### config.mk
export PLATFORM = sky130hd
export DESIGN_NAME = imd_disk_image_stream_parser
export DESIGN_NICKNAME = d
export VERILOG_FILES = /design/src/hw/rtl/imdp_pkg.sv /design/src/hw/rtl/imd_disk_image_stream_parser.sv /design/src/hw/rtl/imdp_front.sv /design/src/hw/rtl/imdp_queue.sv
export SDC_FILE = /design/constraint.sdc
export NUM_CORES = 2
export LEC_CHECK = 0
export BUFFER_PORTS_ARGS = -buffer_cell sky130_fd_sc_hd__buf_2
export CAP_MARGIN = 0
export CORE_MARGIN = 2
export CORE_UTILIZATION = 65
export CTS_CLUSTER_SIZE = 12
export DETAILED_ROUTE_END_ITERATION = 8
export PLACE_DENSITY_LB_ADDON = 0.15
export SLEW_MARGIN = 30
export SYNTH_ARGS = -nofsm -noshare
export SYNTH_HDL_FRONTEND = slang
export SYNTH_SLANG_ARGS = --single-unit
### constraint.sdc
create_clock -name clk -period 10.8 [get_ports clk]
set_input_delay 0 -clock clk [delete_from_list [all_inputs] [get_ports clk]]
set_output_delay 0 -clock clk [all_outputs]
set_load 0.03 [all_outputs]
### src/hw/rtl/imdp_pkg.sv
// Shared types, constants and helper functions for the IMD image stream parser.
package imdp_pkg;

    typedef enum logic [3:0] {
        PH_SIG     = 4'd0,
        PH_COMMENT = 4'd1,
        PH_HDR     = 4'd2,
        PH_SMAP    = 4'd3,
        PH_CMAP    = 4'd4,
        PH_HMAP    = 4'd5,
        PH_CODE    = 4'd6,
        PH_DATA    = 4'd7,
        PH_FILL    = 4'd8,
        PH_HALT    = 4'd9
    } phase_t;

    localparam logic [1:0] KIND_TRACK  = 2'd0;
    localparam logic [1:0] KIND_SECTOR = 2'd1;
    localparam logic [1:0] KIND_DATA   = 2'd2;
    localparam logic [1:0] KIND_ERROR  = 2'd3;

    localparam logic [7:0] ERR_SIGNATURE = 8'd0;
    localparam logic [7:0] ERR_MODE      = 8'd1;
    localparam logic [7:0] ERR_GEOMETRY  = 8'd2;
    localparam logic [7:0] ERR_RECORD    = 8'd3;
    localparam logic [7:0] ERR_TRUNCATED = 8'd4;

    localparam logic [7:0] COMMENT_END = 8'h1a;
    localparam logic [7:0] MAX_MODE    = 8'd5;
    localparam logic [7:0] MAX_RECORD  = 8'd8;

    // Result item as it travels from the parser through the queue.
    typedef struct packed {
        logic [1:0]  kind;
        logic [7:0]  cylinder;
        logic [5:0]  head;
        logic [7:0]  sector_id;
        logic        mfm;
        logic [1:0]  rate_code;
        logic [2:0]  size_code;
        logic [1:0]  record_type;
        logic        marked;
        logic [7:0]  value;
        logic [12:0] byte_offset;
        logic        last;
    } result_t;

    // Signature byte at position 0..2 ("IMD").
    function automatic logic [7:0] sig_byte(input logic [1:0] pos);
        logic [7:0] r;
        unique case (pos)
            2'd0:    r = 8'h49;
            2'd1:    r = 8'h4d;
            default: r = 8'h44;
        endcase
        return r;
    endfunction

    // Record type from the record code.
    function automatic logic [1:0] rec_type(input logic [3:0] c);
        logic [1:0] r;
        if (c == 4'd0)
            r = 2'd0;
        else if (c[0])
            r = 2'd1;
        else
            r = 2'd2;
        return r;
    endfunction

endpackage

### src/hw/rtl/imd_disk_image_stream_parser.sv
// IMD disk image byte stream parser, top level.
// Each result is registered in the result queue and shown from its head.
// Throughput: one byte per cycle; the front stalls only when the two-entry
// result queue is full.
// Reset: asynchronous active-low rst_n returns the parser to signature check
// and empties the queue; the sector map holds no reset value.
module imd_disk_image_stream_parser #(
    parameter int MAX_SECTORS   = 256,
    parameter int MAX_SIZE_CODE = 6
) (
    input  logic        clk,
    input  logic        rst_n,
    input  logic        in_valid,
    output logic        in_stall,
    input  logic [7:0]  byte_value,
    input  logic        start_of_file,
    input  logic        end_of_file,
    output logic        out_valid,
    input  logic        out_stall,
    output logic [1:0]  kind,
    output logic [7:0]  cylinder,
    output logic [5:0]  head,
    output logic [7:0]  sector_id,
    output logic        mfm,
    output logic [1:0]  rate_code,
    output logic [2:0]  size_code,
    output logic [1:0]  record_type,
    output logic        marked,
    output logic [7:0]  value,
    output logic [12:0] byte_offset,
    output logic        last
);

    logic              in_fire;
    logic              res_valid;
    logic              q_full;
    imdp_pkg::result_t res;
    imdp_pkg::result_t q_head;

    assign in_stall = q_full;
    assign in_fire  = in_valid && !q_full;

    imdp_front #(
        .MAX_SECTORS  (MAX_SECTORS),
        .MAX_SIZE_CODE(MAX_SIZE_CODE)
    ) u_front (
        .clk          (clk),
        .rst_n        (rst_n),
        .in_fire      (in_fire),
        .byte_value   (byte_value),
        .start_of_file(start_of_file),
        .end_of_file  (end_of_file),
        .res_valid    (res_valid),
        .res          (res)
    );

    imdp_queue u_queue (
        .clk      (clk),
        .rst_n    (rst_n),
        .push     (res_valid),
        .push_data(res),
        .full     (q_full),
        .valid    (out_valid),
        .stall    (out_stall),
        .head_data(q_head)
    );

    assign kind        = q_head.kind;
    assign cylinder    = q_head.cylinder;
    assign head        = q_head.head;
    assign sector_id   = q_head.sector_id;
    assign mfm         = q_head.mfm;
    assign rate_code   = q_head.rate_code;
    assign size_code   = q_head.size_code;
    assign record_type = q_head.record_type;
    assign marked      = q_head.marked;
    assign value       = q_head.value;
    assign byte_offset = q_head.byte_offset;
    assign last        = q_head.last;

endmodule

### src/hw/rtl/imdp_front.sv
// Front end: accept bytes, track parse state, build result items.
module imdp_front #(
    parameter int MAX_SECTORS   = 256,
    parameter int MAX_SIZE_CODE = 6
) (
    input  logic              clk,
    input  logic              rst_n,
    input  logic              in_fire,
    input  logic [7:0]        byte_value,
    input  logic              start_of_file,
    input  logic              end_of_file,
    output logic              res_valid,
    output imdp_pkg::result_t res
);

    imdp_pkg::phase_t phase_reg, phase_next;
    logic [12:0] count_reg, count_next;
    logic [7:0]  cyl_reg, cyl_next;
    logic [5:0]  head_reg, head_next;
    logic [2:0]  mode_reg, mode_next;
    logic [2:0]  size_reg, size_next;
    logic [8:0]  nsec_reg, nsec_next;
    logic [1:0]  flags_reg, flags_next;
    logic [7:0]  index_reg, index_next;
    logic [3:0]  code_reg, code_next;

    // Sector map, written during the sector map phase, read by the current index
    logic [7:0]  smap_mem [256];
    logic        map_we;
    logic [7:0]  map_id_reg;

    imdp_pkg::phase_t ph;
    logic [12:0] cnt;
    logic [13:0] size_bytes;
    logic        err;
    logic [7:0]  err_code;
    logic [8:0]  idx_inc;

    // Write the map; read the entry that the next sector index selects
    always_ff @(posedge clk)
    begin
        if (map_we)
            smap_mem[count_reg[7:0]] <= byte_value - 8'd1;
        if (map_we && count_reg[7:0] == index_next)
            map_id_reg <= byte_value - 8'd1;
        else
            map_id_reg <= smap_mem[index_next];
    end

    always_ff @(posedge clk or negedge rst_n)
    begin
        if (!rst_n)
        begin
            phase_reg <= imdp_pkg::PH_SIG;
            count_reg <= '0;
            cyl_reg   <= '0;
            head_reg  <= '0;
            mode_reg  <= '0;
            size_reg  <= '0;
            nsec_reg  <= '0;
            flags_reg <= '0;
            index_reg <= '0;
            code_reg  <= '0;
        end
        else
        begin
            phase_reg <= phase_next;
            count_reg <= count_next;
            cyl_reg   <= cyl_next;
            head_reg  <= head_next;
            mode_reg  <= mode_next;
            size_reg  <= size_next;
            nsec_reg  <= nsec_next;
            flags_reg <= flags_next;
            index_reg <= index_next;
            code_reg  <= code_next;
        end
    end

    // Decode one byte: next state and result item
    always_comb
    begin
        ph         = start_of_file ? imdp_pkg::PH_SIG : phase_reg;
        cnt        = start_of_file ? 13'd0 : count_reg;
        phase_next = phase_reg;
        count_next = count_reg;
        cyl_next   = start_of_file ? 8'd0 : cyl_reg;
        head_next  = start_of_file ? 6'd0 : head_reg;
        mode_next  = start_of_file ? 3'd0 : mode_reg;
        size_next  = start_of_file ? 3'd0 : size_reg;
        nsec_next  = start_of_file ? 9'd0 : nsec_reg;
        flags_next = start_of_file ? 2'd0 : flags_reg;
        index_next = start_of_file ? 8'd0 : index_reg;
        code_next  = start_of_file ? 4'd0 : code_reg;
        map_we     = 1'b0;
        err        = 1'b0;
        err_code   = imdp_pkg::ERR_SIGNATURE;
        res_valid  = 1'b0;
        res        = '0;
        size_bytes = 14'd128 << size_next;
        idx_inc    = {1'b0, index_next} + 9'd1;

        res.cylinder  = cyl_next;
        res.head      = head_next;
        res.mfm       = (mode_next >= 3'd3);
        res.rate_code = (mode_next >= 3'd3) ? 2'(mode_next - 3'd3) : mode_next[1:0];
        res.size_code = size_next;
        res.sector_id = map_id_reg;

        unique case (ph)
            imdp_pkg::PH_SIG:
            begin
                phase_next = ph;
                if (byte_value != imdp_pkg::sig_byte(cnt[1:0]))
                begin
                    err = 1'b1;
                end
                else if (cnt == 13'd2)
                begin
                    count_next = '0;
                    phase_next = imdp_pkg::PH_COMMENT;
                end
                else
                    count_next = cnt + 13'd1;
            end
            imdp_pkg::PH_COMMENT:
            begin
                phase_next = ph;
                count_next = cnt;
                if (byte_value == imdp_pkg::COMMENT_END)
                begin
                    count_next = '0;
                    phase_next = imdp_pkg::PH_HDR;
                end
            end
            imdp_pkg::PH_HDR:
            begin
                phase_next = ph;
                count_next = cnt + 13'd1;
                priority case (cnt[2:0])
                    3'd0:
                    begin
                        if (byte_value > imdp_pkg::MAX_MODE)
                        begin
                            err      = 1'b1;
                            err_code = imdp_pkg::ERR_MODE;
                        end
                        else
                            mode_next = byte_value[2:0];
                    end
                    3'd1: cyl_next = byte_value;
                    3'd2:
                    begin
                        head_next  = byte_value[5:0];
                        flags_next = byte_value[7:6];
                    end
                    3'd3:
                    begin
                        if ({1'b0, byte_value} > 9'(MAX_SECTORS))
                        begin
                            err      = 1'b1;
                            err_code = imdp_pkg::ERR_GEOMETRY;
                        end
                        else
                            nsec_next = {1'b0, byte_value};
                    end
                    default:
                    begin
                        if (byte_value > 8'(MAX_SIZE_CODE) || byte_value > 8'd6)
                        begin
                            err      = 1'b1;
                            err_code = imdp_pkg::ERR_GEOMETRY;
                        end
                        else
                        begin
                            size_next     = byte_value[2:0];
                            res.kind      = imdp_pkg::KIND_TRACK;
                            res.size_code = byte_value[2:0];
                            res.sector_id = '0;
                            res.value     = nsec_next[7:0];
                            res_valid     = 1'b1;
                            count_next    = '0;
                            phase_next    = (nsec_next == 9'd0) ? imdp_pkg::PH_HDR
                                                                : imdp_pkg::PH_SMAP;
                        end
                    end
                endcase
            end
            imdp_pkg::PH_SMAP, imdp_pkg::PH_CMAP, imdp_pkg::PH_HMAP:
            begin
                phase_next = ph;
                map_we     = (ph == imdp_pkg::PH_SMAP);
                count_next = cnt + 13'd1;
                if ({4'd0, nsec_next} <= cnt + 13'd1)
                begin
                    count_next = '0;
                    if (ph == imdp_pkg::PH_SMAP && flags_next[1])
                        phase_next = imdp_pkg::PH_CMAP;
                    else if (ph != imdp_pkg::PH_HMAP && flags_next[0])
                        phase_next = imdp_pkg::PH_HMAP;
                    else
                    begin
                        index_next = '0;
                        phase_next = imdp_pkg::PH_CODE;
                    end
                end
            end
            imdp_pkg::PH_CODE:
            begin
                phase_next = ph;
                if (byte_value > imdp_pkg::MAX_RECORD)
                begin
                    err      = 1'b1;
                    err_code = imdp_pkg::ERR_RECORD;
                end
                else
                begin
                    code_next       = byte_value[3:0];
                    count_next      = '0;
                    res.kind        = imdp_pkg::KIND_SECTOR;
                    res.record_type = imdp_pkg::rec_type(byte_value[3:0]);
                    res.marked      = (byte_value == 8'd0) || (byte_value >= 8'd5);
                    if (byte_value == 8'd0)
                    begin
                        res_valid  = 1'b1;
                        index_next = idx_inc[7:0];
                        phase_next = ({1'b0, idx_inc[7:0]} >= nsec_next)
                                   ? imdp_pkg::PH_HDR : imdp_pkg::PH_CODE;
                    end
                    else if (byte_value[0])
                    begin
                        res_valid  = 1'b1;
                        phase_next = imdp_pkg::PH_DATA;
                    end
                    else
                        phase_next = imdp_pkg::PH_FILL;
                end
            end
            imdp_pkg::PH_DATA, imdp_pkg::PH_FILL:
            begin
                phase_next      = ph;
                res_valid       = 1'b1;
                res.record_type = imdp_pkg::rec_type(code_next);
                res.marked      = (code_next == 4'd0) || (code_next >= 4'd5);
                res.value       = byte_value;
                if (ph == imdp_pkg::PH_DATA)
                begin
                    res.kind        = imdp_pkg::KIND_DATA;
                    res.byte_offset = cnt;
                    res.last        = ({1'b0, cnt} + 14'd1 >= size_bytes);
                    count_next      = cnt + 13'd1;
                end
                else
                    res.kind = imdp_pkg::KIND_SECTOR;
                if (ph == imdp_pkg::PH_FILL || res.last)
                begin
                    count_next = '0;
                    index_next = idx_inc[7:0];
                    phase_next = ({1'b0, idx_inc[7:0]} >= nsec_next)
                               ? imdp_pkg::PH_HDR : imdp_pkg::PH_CODE;
                end
            end
            default:
            begin
                phase_next = imdp_pkg::PH_HALT;
            end
        endcase

        // End of file: clean only at a track boundary
        if (!err && end_of_file && ph != imdp_pkg::PH_HALT)
        begin
            if (!(phase_next == imdp_pkg::PH_HDR && count_next == 13'd0))
            begin
                err      = 1'b1;
                err_code = imdp_pkg::ERR_TRUNCATED;
            end
            phase_next = imdp_pkg::PH_HALT;
        end
        if (err)
        begin
            res        = '0;
            res.kind   = imdp_pkg::KIND_ERROR;
            res.value  = err_code;
            res_valid  = 1'b1;
            phase_next = imdp_pkg::PH_HALT;
        end

        // Hold everything when no byte is taken
        if (!in_fire)
        begin
            res_valid  = 1'b0;
            map_we     = 1'b0;
            phase_next = phase_reg;
            count_next = count_reg;
            cyl_next   = cyl_reg;
            head_next  = head_reg;
            mode_next  = mode_reg;
            size_next  = size_reg;
            nsec_next  = nsec_reg;
            flags_next = flags_reg;
            index_next = index_reg;
            code_next  = code_reg;
        end
    end

endmodule

### src/hw/rtl/imdp_queue.sv
// Two-entry result queue between the parser and the output port.
module imdp_queue (
    input  logic              clk,
    input  logic              rst_n,
    input  logic              push,
    input  imdp_pkg::result_t push_data,
    output logic              full,
    output logic              valid,
    input  logic              stall,
    output imdp_pkg::result_t head_data
);

    imdp_pkg::result_t mem_reg [2];
    logic       wptr_reg, rptr_reg;
    logic [1:0] cnt_reg;
    logic       pop;

    assign pop       = valid && !stall;
    assign valid     = (cnt_reg != 2'd0);
    assign full      = (cnt_reg == 2'd2);
    assign head_data = mem_reg[rptr_reg];

    // Store pushed transaction
    always_ff @(posedge clk)
    begin
        if (push)
            mem_reg[wptr_reg] <= push_data;
    end

    // Advance pointers and fill count
    always_ff @(posedge clk or negedge rst_n)
    begin
        if (!rst_n)
        begin
            wptr_reg <= 1'b0;
            rptr_reg <= 1'b0;
            cnt_reg  <= 2'd0;
        end
        else
        begin
            if (push)
                wptr_reg <= !wptr_reg;
            if (pop)
                rptr_reg <= !rptr_reg;
            cnt_reg <= cnt_reg + 2'(push) - 2'(pop);
        end
    end

endmodule

# Yosys cells after proc, flatten, opt, wreduce, memory -nomap -nowiden
# Memory sizes are Yosys's and may differ from the RTL's. A register that Yosys moved wholly into a read port is not among the register bits.
# Cells that the tools add are included.
# word_totals
ff_bits,64
ram_bits,2158
inputBits,14
output_inout_bits,57
wordCells,195
mem_count,2
# mem_list
name,words,word_bits,read_ports,rd_ports_with_merged_regs,write_ports,line,source
u_front.smap_mem,256,8,1,1,1,imdp_front.sv:28,logic [7:0] smap_mem [256];
u_queue.mem_reg,2,55,1,0,1,imdp_queue.sv:13,imdp_pkg::result_t mem_reg [2];
# op_classes
n_addsub,7
order_cmp,10
n_eq_ne,19
n_shift,1
mux,115
n_reduce_logical,28
# ops
operator,count
two-way mux 8 bit,19
two-way mux 13 bit,10
one-hot mux 13 bit (6 select lines),1
two-way mux 4 bit,17
two-way mux 55 bit,1
one-hot mux 8 bit (3 select lines),2
two-way mux 14 bit,3
two-way mux 9 bit,4
one-hot mux 8 bit (2 select lines),2
two-way mux 3 bit,10
two-way mux 2 bit,13
one-hot mux 4 bit (6 select lines),1
two-way mux 1 bit,23
two-way mux 6 bit,3
== test 4 x 3 -> 1 bit (second input constant),4
> comparator 8 x 3 -> 1 bit (second input constant),2
adder 13 x 1 -> 14 bit (second input constant),1
greater-or-equal comparator 14 bit,1
left shift 8 x 3 -> 14 bit (first input constant),1
adder 13 x 1 -> 13 bit (second input constant),1
== test 13 x 2 -> 1 bit (second input constant),1
less-or-equal comparator 9 x 13 -> 1 bit,1
logical NOT 13 bit,1
== test 4 x 2 -> 1 bit (second input constant),3
37 further kinds,55

# Longest topological paths before layout
# logic_depth
word_depth,16
mapped_depth,23
mapped_depth_nobuf,22

# By module
# From an unflattened synthesis, not the netlist that was laid out.
# hier_totals
hier_cells,4077
area_unflattened_um2,88820.2
# by_module_without_submodules
mod,instances,cells_each,area_per_inst_um2
imdp_front,1,3887,84468.5
imdp_queue,1,189,4337.9
imd_disk_image_stream_parser,1,1,13.8

# Least setup slack after synthesis
# OpenSTA, ideal clock, no wires.
# synth_timing
path_kind,input to register
from,in byte_value[1]
to,mem u_front.smap_mem[0][5] (data pin)
t_arrival_ps,10538
required_ps,8612
path_slack_ps,-1926
cell_stages,3
n_path_buf,1
cell_sequence,clkbuf_1 or3_1 o21ai_0
# synth_between
elab_chain_cells,1
# synth_lines
item,line,source
start: declaration,imd_disk_image_stream_parser.sv:15,"input logic [7:0] byte_value,"
subtractor 8 x 1 -> 8 bit,imdp_front.sv:43,smap_mem[count_reg[7:0]] <= byte_value - 8'd1;
end: declaration,imdp_front.sv:28,
# Every way passes these cells.

# Worst setup path after layout
# layout_timing
from,in start_of_file
to,mem u_queue.mem_reg[0][32] (netlist name) (enable)
# layout_between
elab_chain_cells,16
# layout_lines
item,line,source
start: declaration,imd_disk_image_stream_parser.sv:16,"input logic start_of_file,"
two-way mux 13 bit / two-way mux 3 bit (equally long branches),"imdp_front.sv:84, imdp_front.sv:90",
adder 13 x 1 -> 14 bit / left shift 8 x 3 -> 14 bit (equally long branches),"imdp_front.sv:250, imdp_front.sv:100",
greater-or-equal comparator 14 bit,imdp_front.sv:250,"res.last = ({1'b0, cnt} + 14'd1 >= size_bytes);"
two-way mux 14 bit,imdp_front.sv:246,if (ph == imdp_pkg::PH_DATA)
two-way mux 14 bit,imdp_front.sv:110,unique case (ph)
logical OR 1 bit,imdp_front.sv:255,if (ph == imdp_pkg::PH_FILL || res.last)
two-way mux 13 bit / two-way mux 4 bit (equally long branches),imdp_front.sv:255,
one-hot mux 13 bit (6 select lines) / one-hot mux 4 bit (6 select lines) (equally long branches),imdp_front.sv:110,
logical NOT 13 bit / == test 4 x 2 -> 1 bit (equally long branches),imdp_front.sv:272,if (!(phase_next == imdp_pkg::PH_HDR && count_next == 13'd0))
logical AND 1 bit,imdp_front.sv:272,
two-way mux 1 bit,imdp_front.sv:272,
two-way mux 1 bit,imdp_front.sv:270,if (!err && end_of_file && ph != imdp_pkg::PH_HALT)
two-way mux 1 bit (*),imdp_front.sv:279,if (err)
two-way mux 1 bit (*),imdp_front.sv:289,if (!in_fire)
two-way mux 1 bit (*),imdp_queue.sv:26,if (push)
two-way mux 1 bit (implied by the code) (*),imdp_queue.sv:27,mem_reg[wptr_reg] <= push_data;
end: declaration,imdp_queue.sv:13,
# Every way passes the cells marked *; elsewhere a longest branch is shown, timed or not. The select of a mux whose other input is x is not followed.

==> flow_summary.toml <==
[sta]
fin_skew_ns = 0.0286
setup_viol = 0
slew_headroom_pct = 32.8
hold_violations = 0
hold_ws_ns = 0.220
rsz0062_at_grt = "no"
fmax_mhz = 157
slew_violations = 0
finalCriticalPeriod_ns = 6.37
worst_pin_slew_ns = 1.00
setup_tns_ns = 0
finalCritPeriodShare_pct = 59.0

[status]
outcome = "finished clean"

[clock_network]
cts_buffers = 215
tritoncts = "built"
clock-sinks = 2230
cts_max_level = 4
post_cts_buffers = 0
clk_latency_ns = 0.84
max-clock-path-buffers = 3
clk_transition_reported_paths_ns = 0.06
cts-root-buf = "clkbuf_16"

[die]
core-area_um2 = 135000
dieArea_um2 = 139000
die_h_um = 373
chipWidth_um = 373
pin_count = 71
core.rowCount = 135
start_util_pct = 65.4

[worst_setup_path]
crit_arrival_ns = 6.84
slowest_delay_ns = 0.76
worstPathMaxFanout = 50
cp_cell_sequence = "dlygate4sd3_1, buf_2, buf_4, clkinv_1, nand2_1, inv_1, ha_1, and4b_1, and3_1, or2_2, inv_1, ha_1, and4_1, nand2_1, o221ai_1, nand2_1, o21ai_0, a21oi_1, and2_1, a32oi_4, o31ai_4, nor2_4, buf_4"
path_common_cell = "nand2_1"
crit_type = "in2reg"
cp-start-kind = "primary input"
required_ns = 11.27
crit_family = "buffers and inverters"
path_buf_inv = 7
slowest_stage = "clkinv_1"
end_kind = "flop"

[synth]
ys_warn_count = 0
yosysSeqAreaShare_pct = 75.3
ys.flop_type = "edfxtp_1"
syn-num-nets = 4126
netlist_area_um2 = 88400
synth_edf_count = 2158
async_reset_ff_share_pct = 2.87
synthDistinctLibCells = 80
synth_seq_cells = 2230
avgSynthCellArea_um2 = 21.7
syn_inst = 4076

[run]
drv_cap = 0

[layout]
fin_nets = 4259
drive_gt1_share_pct = 27.1
mostFrequentLayoutCell = "edfxtp_1"
utilization_pct = 71.9
largest_reg_flops = 2048
final_cell_mix = "2158 x edfxtp_1, 680 x mux4_2, 301 x nor2_1"
area_growth_pct = 9.92
num-fill-cells = 7772
final_area_um2 = 97100

[global_routing]
antenna_found_initial = 4
grt_pass1_wl_um = 297000
grt_overflow_total = 0
grt_pass1_vias = 42353
track_usage_pct = 29.6
grt_max_degree = 225

[place]
place_area_um2 = 90800
dp_hpwl_um = 117000
gp_congestion = 0.895
numPortBuffers = 70

[drt]
drc_errors = 0
dr.first_iter.drc_count = 5470
via_count = 42436
vias_per_cell = 6.95
finalWirelength_um = 203000
ant_nets = 0
firstDrtPassIters = 5
detail_route.wl_per_cell_um = 33.2

[power]
p_per_area_nw_per_um2 = 204
p_switching_w = 0.00495
p_int_w = 0.0149
ir_worst_vdd_mv = 0.180
power_leakage_nw = 29.4
pwr-share-clk_pct = 33.8
pwr-share-seq_pct = 49.1
combPwrFrac_pct = 17.2
sw_frac_of_total_pct = 24.9

[min_path]
hold_path_class = "in2reg"
[worst paths after layout]
check                                     startpoint                     end  slack (ns)  depth (start not counted)
worst max register to register  u_front.count_reg[2]  u_queue.mem_reg[0][32]        4.92                         15
worst min register to register   u_front.head_reg[2]     u_front.head_reg[2]        0.49                          1
worst min-delay path                   byte_value[5]     u_front.head_reg[5]        0.22                          3
worst max-delay path                   start_of_file  u_queue.mem_reg[0][32]        4.43                         23
min in group asynchronous                      rst_n     u_front.head_reg[2]        0.38                          4
max in group asynchronous                      rst_n        u_queue.rptr_reg        9.94                          4
[stage by stage]
step	total power [W]	setup slack, ns	cells
finish	0.0199	4.43	6108
global route	0.0204	3.98	6107
CTS	0.0199	4.59	6103
detailed placement	0.0133	4.26	5754
global placement	0.0133	4.40	5752
floorplan	0.0124	1.28	4076
[power groups by stage]
| stage | registers (W) | clock network, W | logic [W] |
|---|---|---|---|
| floorplan | 0.00993 | 0 | 0.00250 |
| global placement | 0.00994 | 0 | 0.00335 |
| detailed placement | 0.00992 | 0 | 0.00341 |
| CTS | 0.00974 | 0.00677 | 0.00343 |
| global route | 0.00975 | 0.00708 | 0.00360 |
| finish | 0.00974 | 0.00670 | 0.00341 |
[area by class of cell]
cell class | instances | area, um^2 | area share (%)
Sequential cell | 2230 | 66600 | 68.6
Multi-Input combinational cell | 1578 | 20900 | 21.5
Clock buffer | 288 | 5710 | 5.88
Tap cell | 1781 | 2230 | 2.29
Timing Repair Buffer | 151 | 1260 | 1.30
Clock inverter | 46 | 344 | 0.354
Inverter | 33 | 139 | 0.143
Antenna cell | 1 | 2.50 | 0.00258
[cells by family after synthesis]
kind of cell	share of synthesized area, %
XOR/XNOR	0.218
multiplexers	18.1
flip-flops	75.3
adder cells (fa/ha/maj)	0.510
AO/OA/AOI/OAI	1.44
AND/OR/NAND/NOR	3.17
buffers and inverters	1.24
[synth_stat cells (all sizes together), types with 23 or more instances]
library cell	count	area (um^2)
o21ai	39	195
clkbuf	150	564
ha	36	450
mux2	56	631
nor3	27	151
inv	32	120
and2	23	144
mux4	680	15300
a21oi	30	150
edfxtp	2158	64800
nand2	94	355
buf	85	409
nor2b	28	195
dfrtp	64	1600
nand3	31	155
a22o	36	315
nor2	319	1200
[layer usage]
| layer | part of all wire [%] | global-route usage [%] | wire, um |
|---|---|---|---|
| met3 | 8.3 | 5.09 | 16800 |
| met4 | 3.3 | 9.76 | 6790 |
| met1 | 39 | 43.8 | 80000 |
| met2 | 49 | 46.3 | 99400 |
| met5 | 0 | 0 | 0 |
[timing repair]
action,CTS,global route
endpoints found under the hold margin,182,0
hold buffers,15,0
resized for setup,0,0
[worst min-delay path: cells and delay by family]
family	cells	cell delay [ns]
compound gates	1	0.24
buf+inv	2	0.76
Note: power is estimated with default switching activity, not from simulation.
